===== config.mk =====
export PLATFORM = sky130hd
export DESIGN_NAME = sha256_stream_hash
export DESIGN_NICKNAME = d
export VERILOG_FILES = /design/src/sv/sha_pkg.sv /design/src/sv/sha_core.sv /design/src/sv/sha256_stream_hash.sv
export SDC_FILE = /design/constraint.sdc
export NUM_CORES = 2
export LEC_CHECK = 0
export ABC_AREA = 1
export BUFFER_PORTS_ARGS = -buffer_cell sky130_fd_sc_hd__buf_2
export CAP_MARGIN = 20
export CORE_ASPECT_RATIO = 0.9
export CORE_MARGIN = 2
export CORE_UTILIZATION = 50
export CTS_BUF_LIST = sky130_fd_sc_hd__clkbuf_8
export CTS_CLUSTER_SIZE = 25
export DETAILED_ROUTE_END_ITERATION = 10
export GPL_TIMING_DRIVEN = 0
export PLACE_DENSITY = 0.62
export SLEW_MARGIN = 5
export SYNTH_ARGS = -nofsm -noshare
export SYNTH_HDL_FRONTEND = slang
export SYNTH_SLANG_ARGS = --single-unit

===== constraint.sdc =====
create_clock -name clk_i -period 9.57 [get_ports clk_i]
set_input_delay 1.914 -clock clk_i [delete_from_list [all_inputs] [get_ports clk_i]]
set_output_delay 1.914 -clock clk_i [all_outputs]
set_load 0.03 [all_outputs]

===== src/sv/sha_pkg.sv =====
`default_nettype none

package sha_pkg;

  typedef logic [31:0] word_t;
  typedef logic [7:0][31:0] hash_t;

  typedef struct packed {
    logic [7:0] data_byte;
    logic       has_byte;
    logic       last;
  } in_t;

  typedef struct packed {
    logic [63:0] digest_part;
    logic [1:0]  part_index;
    logic        last_part;
  } out_t;

  typedef struct packed {
    logic       byte_en;
    logic [7:0] byte_val;
    logic       start;
    logic       chain_clr;
  } core_ctrl_t;

  typedef enum logic [2:0] {
    ST_IDLE,
    ST_COMP,
    ST_PAD,
    ST_LEN,
    ST_OUT
  } state_e;

  localparam logic [7:0] PadByte   = 8'h80;
  localparam logic [5:0] LenPos    = 6'd56;
  localparam logic [5:0] LastByte  = 6'd63;
  localparam logic [5:0] LastRound = 6'd63;

  // word 0 sits in the low slot
  localparam hash_t InitHash = {
    32'h5be0cd19, 32'h1f83d9ab, 32'h9b05688c, 32'h510e527f,
    32'ha54ff53a, 32'h3c6ef372, 32'hbb67ae85, 32'h6a09e667
  };

  localparam word_t RoundK [64] = '{
    32'h428a2f98, 32'h71374491, 32'hb5c0fbcf, 32'he9b5dba5,
    32'h3956c25b, 32'h59f111f1, 32'h923f82a4, 32'hab1c5ed5,
    32'hd807aa98, 32'h12835b01, 32'h243185be, 32'h550c7dc3,
    32'h72be5d74, 32'h80deb1fe, 32'h9bdc06a7, 32'hc19bf174,
    32'he49b69c1, 32'hefbe4786, 32'h0fc19dc6, 32'h240ca1cc,
    32'h2de92c6f, 32'h4a7484aa, 32'h5cb0a9dc, 32'h76f988da,
    32'h983e5152, 32'ha831c66d, 32'hb00327c8, 32'hbf597fc7,
    32'hc6e00bf3, 32'hd5a79147, 32'h06ca6351, 32'h14292967,
    32'h27b70a85, 32'h2e1b2138, 32'h4d2c6dfc, 32'h53380d13,
    32'h650a7354, 32'h766a0abb, 32'h81c2c92e, 32'h92722c85,
    32'ha2bfe8a1, 32'ha81a664b, 32'hc24b8b70, 32'hc76c51a3,
    32'hd192e819, 32'hd6990624, 32'hf40e3585, 32'h106aa070,
    32'h19a4c116, 32'h1e376c08, 32'h2748774c, 32'h34b0bcb5,
    32'h391c0cb3, 32'h4ed8aa4a, 32'h5b9cca4f, 32'h682e6ff3,
    32'h748f82ee, 32'h78a5636f, 32'h84c87814, 32'h8cc70208,
    32'h90befffa, 32'ha4506ceb, 32'hbef9a3f7, 32'hc67178f2
  };

  function automatic word_t rotr(input word_t x, input int unsigned n);
    rotr = (x >> n) | (x << (32 - n));
  endfunction

  function automatic word_t sig0(input word_t x);
    sig0 = rotr(x, 7) ^ rotr(x, 18) ^ (x >> 3);
  endfunction

  function automatic word_t sig1(input word_t x);
    sig1 = rotr(x, 17) ^ rotr(x, 19) ^ (x >> 10);
  endfunction

  function automatic word_t bsig0(input word_t x);
    bsig0 = rotr(x, 2) ^ rotr(x, 13) ^ rotr(x, 22);
  endfunction

  function automatic word_t bsig1(input word_t x);
    bsig1 = rotr(x, 6) ^ rotr(x, 11) ^ rotr(x, 25);
  endfunction

endpackage

`default_nettype wire


===== src/sv/sha_core.sv =====
`default_nettype none

module sha_core (
  input  logic                clk_i,
  input  logic                rst_ni,
  input  sha_pkg::core_ctrl_t ctrl_i,
  output logic                busy_o,
  output sha_pkg::hash_t      chain_o
);
  import sha_pkg::*;

  // block bytes shift in at the bottom; word 0 ends up in the top 32 bits,
  // and during rounds the same register is the schedule window
  logic [511:0] blk_q, blk_d;
  hash_t        chain_q, chain_d;
  hash_t        vars_q, vars_d;
  logic [5:0]   round_q, round_d;
  logic         run_q, run_d;
  logic         fin_q, fin_d;

  word_t w0, w1, w9, w14, w_next;
  word_t t1, t2, ch, maj;

  always_comb begin
    w0     = blk_q[511 -: 32];
    w1     = blk_q[479 -: 32];
    w9     = blk_q[223 -: 32];
    w14    = blk_q[63 -: 32];
    w_next = sig1(w14) + w9 + sig0(w1) + w0;

    ch  = (vars_q[4] & vars_q[5]) ^ (~vars_q[4] & vars_q[6]);
    maj = (vars_q[0] & vars_q[1]) ^ (vars_q[0] & vars_q[2]) ^ (vars_q[1] & vars_q[2]);
    t1  = vars_q[7] + bsig1(vars_q[4]) + ch + RoundK[round_q] + w0;
    t2  = bsig0(vars_q[0]) + maj;
  end

  always_comb begin
    blk_d   = blk_q;
    chain_d = chain_q;
    vars_d  = vars_q;
    round_d = round_q;
    run_d   = run_q;
    fin_d   = 1'b0;

    if (ctrl_i.byte_en) begin
      blk_d = {blk_q[503:0], ctrl_i.byte_val};
    end

    if (ctrl_i.start) begin
      vars_d  = chain_q;
      round_d = '0;
      run_d   = 1'b1;
    end else if (run_q) begin
      blk_d     = {blk_q[479:0], w_next};
      vars_d[7] = vars_q[6];
      vars_d[6] = vars_q[5];
      vars_d[5] = vars_q[4];
      vars_d[4] = vars_q[3] + t1;
      vars_d[3] = vars_q[2];
      vars_d[2] = vars_q[1];
      vars_d[1] = vars_q[0];
      vars_d[0] = t1 + t2;
      round_d   = round_q + 6'd1;
      if (round_q == LastRound) begin
        run_d = 1'b0;
        fin_d = 1'b1;
      end
    end

    if (fin_q) begin
      for (int i = 0; i < 8; i++) begin
        chain_d[i] = chain_q[i] + vars_q[i];
      end
    end

    if (ctrl_i.chain_clr) begin
      chain_d = InitHash;
    end
  end

  always_ff @(posedge clk_i or negedge rst_ni) begin
    if (!rst_ni) begin
      chain_q <= InitHash;
      round_q <= '0;
      run_q   <= 1'b0;
      fin_q   <= 1'b0;
    end else begin
      chain_q <= chain_d;
      round_q <= round_d;
      run_q   <= run_d;
      fin_q   <= fin_d;
    end
  end

  always_ff @(posedge clk_i) begin
    blk_q  <= blk_d;
    vars_q <= vars_d;
  end

  assign busy_o  = run_q | fin_q;
  assign chain_o = chain_q;

endmodule

`default_nettype wire


===== src/sv/sha256_stream_hash.sv =====
`default_nettype none

// channel   direction  handshake              payload
// in        input      in_valid_i/in_stall_o   in_data_i  (byte, has_byte, last)
// out       output     out_valid_o/out_stall_i out_data_o (digest part, index, last)
//
// a message byte is taken while idle; a byte that completes a 64-byte block
// holds the input off through 64 rounds of the shared round unit, one chain
// update and the hand-back; at message end padding is fed one byte per cycle
// into the same round unit, pausing while a full block compresses (up to 72
// bytes, one or two block compressions), then four parts are sent
// reset is asynchronous and active low and restores the initial hash values
// a stalled output holds its part; input is taken again while the last part waits

module sha256_stream_hash (
  input  logic          clk_i,
  input  logic          rst_ni,
  input  logic          in_valid_i,
  output logic          in_stall_o,
  input  sha_pkg::in_t  in_data_i,
  output logic          out_valid_o,
  input  logic          out_stall_i,
  output sha_pkg::out_t out_data_o
);
  import sha_pkg::*;

  state_e      state_q, state_d;
  state_e      ret_q, ret_d;
  logic [5:0]  cnt_q, cnt_d;
  logic [63:0] bits_q, bits_d;
  logic        pad_first_q, pad_first_d;
  logic [1:0]  part_q, part_d;
  logic        out_valid_q, out_valid_d;
  out_t        out_q;
  logic        load_out;

  core_ctrl_t  core_ctrl;
  logic        core_busy;
  hash_t       chain;

  sha_core u_core (
    .clk_i   (clk_i),
    .rst_ni  (rst_ni),
    .ctrl_i  (core_ctrl),
    .busy_o  (core_busy),
    .chain_o (chain)
  );

  always_comb begin
    state_d     = state_q;
    ret_d       = ret_q;
    cnt_d       = cnt_q;
    bits_d      = bits_q;
    pad_first_d = pad_first_q;
    part_d      = part_q;
    core_ctrl   = '0;
    in_stall_o  = 1'b1;
    load_out    = 1'b0;

    case (state_q)
      ST_IDLE: begin
        in_stall_o = 1'b0;
        if (in_valid_i) begin
          pad_first_d = 1'b1;
          if (in_data_i.has_byte) begin
            core_ctrl.byte_en  = 1'b1;
            core_ctrl.byte_val = in_data_i.data_byte;
            cnt_d  = cnt_q + 6'd1;
            bits_d = bits_q + 64'd8;
            if (cnt_q == LastByte) begin
              core_ctrl.start = 1'b1;
              state_d = ST_COMP;
              ret_d   = in_data_i.last ? ST_PAD : ST_IDLE;
            end else if (in_data_i.last) begin
              state_d = ST_PAD;
            end
          end else if (in_data_i.last) begin
            state_d = ST_PAD;
          end
        end
      end
      ST_COMP: begin
        if (!core_busy) begin
          state_d = ret_q;
        end
      end
      ST_PAD: begin
        if (pad_first_q || cnt_q != LenPos) begin
          core_ctrl.byte_en  = 1'b1;
          core_ctrl.byte_val = pad_first_q ? PadByte : 8'h00;
          pad_first_d = 1'b0;
          cnt_d = cnt_q + 6'd1;
          if (cnt_q == LastByte) begin
            core_ctrl.start = 1'b1;
            state_d = ST_COMP;
            ret_d   = ST_PAD;
          end
        end else begin
          state_d = ST_LEN;
        end
      end
      ST_LEN: begin
        // length goes out msb first; the count shifts to zero on the way
        core_ctrl.byte_en  = 1'b1;
        core_ctrl.byte_val = bits_q[63:56];
        bits_d = {bits_q[55:0], 8'h00};
        cnt_d  = cnt_q + 6'd1;
        if (cnt_q == LastByte) begin
          core_ctrl.start = 1'b1;
          state_d = ST_COMP;
          ret_d   = ST_OUT;
          part_d  = '0;
        end
      end
      ST_OUT: begin
        if (!out_valid_q || !out_stall_i) begin
          load_out = 1'b1;
          part_d   = part_q + 2'd1;
          if (part_q == 2'd3) begin
            core_ctrl.chain_clr = 1'b1;
            state_d = ST_IDLE;
          end
        end
      end
      default: begin
        state_d = ST_IDLE;
      end
    endcase
  end

  assign out_valid_d = load_out | (out_valid_q & out_stall_i);

  always_ff @(posedge clk_i or negedge rst_ni) begin
    if (!rst_ni) begin
      state_q     <= ST_IDLE;
      ret_q       <= ST_IDLE;
      cnt_q       <= '0;
      bits_q      <= '0;
      pad_first_q <= 1'b0;
      part_q      <= '0;
      out_valid_q <= 1'b0;
    end else begin
      state_q     <= state_d;
      ret_q       <= ret_d;
      cnt_q       <= cnt_d;
      bits_q      <= bits_d;
      pad_first_q <= pad_first_d;
      part_q      <= part_d;
      out_valid_q <= out_valid_d;
    end
  end

  always_ff @(posedge clk_i) begin
    if (load_out) begin
      out_q.digest_part <= {chain[{part_q, 1'b0}], chain[{part_q, 1'b1}]};
      out_q.part_index  <= part_q;
      out_q.last_part   <= (part_q == 2'd3);
    end
  end

  assign out_valid_o = out_valid_q;
  assign out_data_o  = out_q;

endmodule

`default_nettype wire

==> flow_metrics.env <==
export IMPL_rows=142
export IMPL_clkTransAtPathRegs_ns=0.06
export IMPL_whs_path_depth=2
export IMPL_first_pass_iters=8
export IMPL_crit_fanout=13
export IMPL_synth_edff_count=323
export IMPL_period_needed_ns=9.33
export IMPL_clockRootBuffer="clkbuf_8"
export IMPL_wire_per_inst_um=29.1
export IMPL_cts_tree="yes"
export IMPL_status="finished, final reports clean"
export IMPL_ys_top_cells_by_area="dfxtp_1 (12%), nand2_1 (12%), edfxtp_1 (12%)"
export IMPL_drc_errors=0
export IMPL_stdcell_area_mm2=0.0926
export IMPL_viasPerCell=6.26
export IMPL_pin_count=83
export IMPL_grt_ovfl_total=0
export IMPL_drtAntennaViolNets=0
export IMPL_synth_avg_cell_area_um2=7.24
export IMPL_synth_warnings=0
export IMPL_start_util_pct=50.4
export IMPL_synth_top_cell_by_area="dfxtp_1"
export IMPL_yosysUniqueCellTypes=61
export IMPL_ys_seq_area_share_pct=34.1
export IMPL_hold_viol=0
export IMPL_slew_headroom_pct=11.3
export IMPL_syn2layout_area_growth_pct=10.2
export IMPL_grt_usage_pct=47.4
export IMPL_die_area_mm2=0.171
export IMPL_use_met3_pct=16.1
export IMPL_via_count=89800
export IMPL_cp_arrival_ns=10.09
export IMPL_syn_cell_area_mm2=0.0840
export IMPL_critPathLaunchType="flop"
export IMPL_async_flop_share_pct=28.9
export IMPL_cp_buffers_inverters=7
export IMPL_finalCritPeriodShare_pct=97.5
export IMPL_die_w_um=436
export IMPL_antenna_found_initial=31
export IMPL_top_usage_layer="met2"
export IMPL_wirelength_um=418000
export IMPL_synth_flop_cell="dfxtp_1"
export IMPL_crit_family="adder cells"
export IMPL_worst_r2r_cell_count=37
export IMPL_portBuffers=82
export IMPL_gp_congestion=1.15
export IMPL_endpoint_kind="flop"
export IMPL_grt_max_degree=98
export IMPL_hpwl_um=332000
export IMPL_drt_initial_drc_count=12800
export IMPL_netlist_area_leader_share_pct=12.2
export IMPL_syn_inst=11600
export IMPL_worstSkewPairLatency_ns=1.03
export IMPL_crit_cells=37
export IMPL_crit_path_top_delay_cell="dfrtp_2"
export IMPL_synth_nets=12200
export IMPL_dp_cells=13900
export IMPL_drive_above_1_share_pct=6.73
export IMPL_cts_path_max_buffers=3
export IMPL_grt_pass1_vias=83500
export IMPL_htreeDepth=4
export IMPL_worst_slew_pin_slew_ns=1.33
export IMPL_setup_viol=0
export IMPL_met2_usage_pct=67.5
export IMPL_yosysMostFrequentCell="nand2_1"
export IMPL_fin_worst_skew_ns=0.0585
export IMPL_drv_cap=0
export IMPL_finalNonFillerCells=14300
export IMPL_rsz0062_at_grt="no"
export IMPL_ys_top_cells_by_count="nand2_1 (2597), inv_1 (1645), o21ai_0 (1001)"
export IMPL_final_net_count=12500
export IMPL_use_met1_pct=58.4
export IMPL_die_h_um=393
export IMPL_hold_class="reg -> reg"
export IMPL_max_stage_delay_ns=0.61
export IMPL_criticalPathCategory="reg -> reg"
export IMPL_cts_made_buffers=201
export IMPL_grt_pass1_wl_um=586000
export IMPL_fill_cells=16300
export IMPL_timing_final_max_slew_violations=0
export IMPL_cp_required_ns=10.33
export IMPL_path_common_cell="nand2_1"
export IMPL_fmax_mhz=107
export IMPL_synth_seq_cells=1175
export IMPL_placed_area_mm2=0.0877
export IMPL_core_area_mm2=0.167
export IMPL_clkSinkCount=1175
[path summary, 6_finish.rpt]
| kind | startpoint | endpoint | slack (ns) |
|---|---|---|---|
| max in group asynchronous | rst_ni | u_core.chain_o[88]$_DFFE_PN0P_ | 6.83 |
| setup / recovery | u_core.round_q[0]$_DFFE_PN0P_ | u_core.vars_q[31]$_DFFE_PP_ | 0.24 |
| setup reg to reg | u_core.round_q[0]$_DFFE_PN0P_ | u_core.vars_q[31]$_DFFE_PP_ | 0.24 |
| hold / removal | u_core.blk_q[21]$_DFF_P_ | u_core.blk_q[53]$_DFF_P_ | 0.47 |
| min in group asynchronous | rst_ni | bits_q[16]$_DFFE_PN0P_ | 0.83 |
| hold reg to reg | u_core.blk_q[21]$_DFF_P_ | u_core.blk_q[53]$_DFF_P_ | 0.47 |
[cell usage in the layout (no fill, tap or decap), types with 30 or more instances in the layout]
| master | netlist | layout |
|---|---|---|
| a21boi_0 | 31 | 31 |
| a21o_1 | 61 | 61 |
| a21oi_1 | 663 | 660 |
| a31oi_1 | 74 | 74 |
| buf_1 | 53 | 50 |
| buf_2 | 128 | 211 |
| clkbuf_1 | 351 | 326 |
| clkbuf_8 | 0 | 235 |
| clkinv_2 | 0 | 30 |
| dfrtp_1 | 204 | 202 |
| dfstp_2 | 136 | 136 |
| dfxtp_1 | 512 | 512 |
| edfxtp_1 | 323 | 323 |
| fa_1 | 195 | 195 |
| ha_1 | 396 | 395 |
| inv_1 | 1645 | 1703 |
| nand2_1 | 2597 | 2592 |
| nand3_1 | 473 | 473 |
| nand3b_1 | 33 | 33 |
| nand4_1 | 111 | 111 |
| nor2_1 | 815 | 807 |
| nor3_1 | 122 | 122 |
| o211ai_1 | 418 | 418 |
| o21a_1 | 31 | 31 |
| o21ai_0 | 1001 | 998 |
| o21ai_1 | 424 | 427 |
| o21bai_1 | 67 | 67 |
| o22ai_1 | 128 | 128 |
| xnor2_1 | 162 | 159 |
| xor2_1 | 248 | 238 |
[metrics by stage]
step	TNS (ns)	util, %	hold WS, ns	worst slack [ns]
after floorplan	0	-	0.445	0.728
after CTS	0	55.4	0.469	0.0734
after global placement	-1318.10	52.3	0.465	-4.14
after global routing	0	55.5	0.495	0.00770
final	0	55.6	0.466	0.237
after detailed placement	-4.04	52.6	0.469	-0.740
[worst min-delay path: stages, from the launching register on]
cell	delay (ns)
dfxtp_1	0.31
inv_1	0.06
o21ai_1	0.06
[metal layers]
metal,wire length [µm],vias up
li1,-,39200
met1,155000,42400
met2,168000,6635
met3,56100,1577
met4,39200,30
met5,334,-
[cell type report]
cell class,count,area (µm²),share of cell area [%]
multi-input cells,8227,47100,50.9
repair buffers,113,942,1.02
inverters,1655,6220,6.71
clock inverters,138,1300,1.40
plain buffers,545,2290,2.48
well taps,2232,2790,3.02
clock buffers,235,3230,3.49
diodes,27,67.6,0.0729
flip-flops and latches,1175,28600,30.9
[cell families after synthesis]
| logic type | synth area share [%] |
|---|---|
| adders and majority gates | 10.8 |
| AOI/OAI and AO/OA | 20.2 |
| muxes | 0.211 |
| DFF | 34.1 |
| xor gates and xnor gates | 4.27 |
| and+or+nand+nor | 20.3 |
| buffers and inverters | 10.1 |
[registers in the layout, summed over array words and instances, names as in the netlist]
signal          cells
out_data_o         67
out_valid_o         1
u_core.blk_q      512
bits_q             61
u_core.run_q        1
cnt_q               6
ret_q               2
u_core.fin_q        1
state_q             3
pad_first_q         1
u_core.round_q      6
u_core.chain_o    256
u_core.vars_q     256
part_q              2
[timing repair]
item / 4_1_cts / 5_1_grt
cloned: 0 / 0
pin swaps: 0 / 2
buffers inserted: 0 / 2
resized for setup: 17 / 37
endpoints found under the setup margin: 21 / 16
hold buffers: 0 / 0
Power is left out: the tool's default activity adds up to more than one toggle a clock period on the data nets, which glitch-free logic cannot reach.
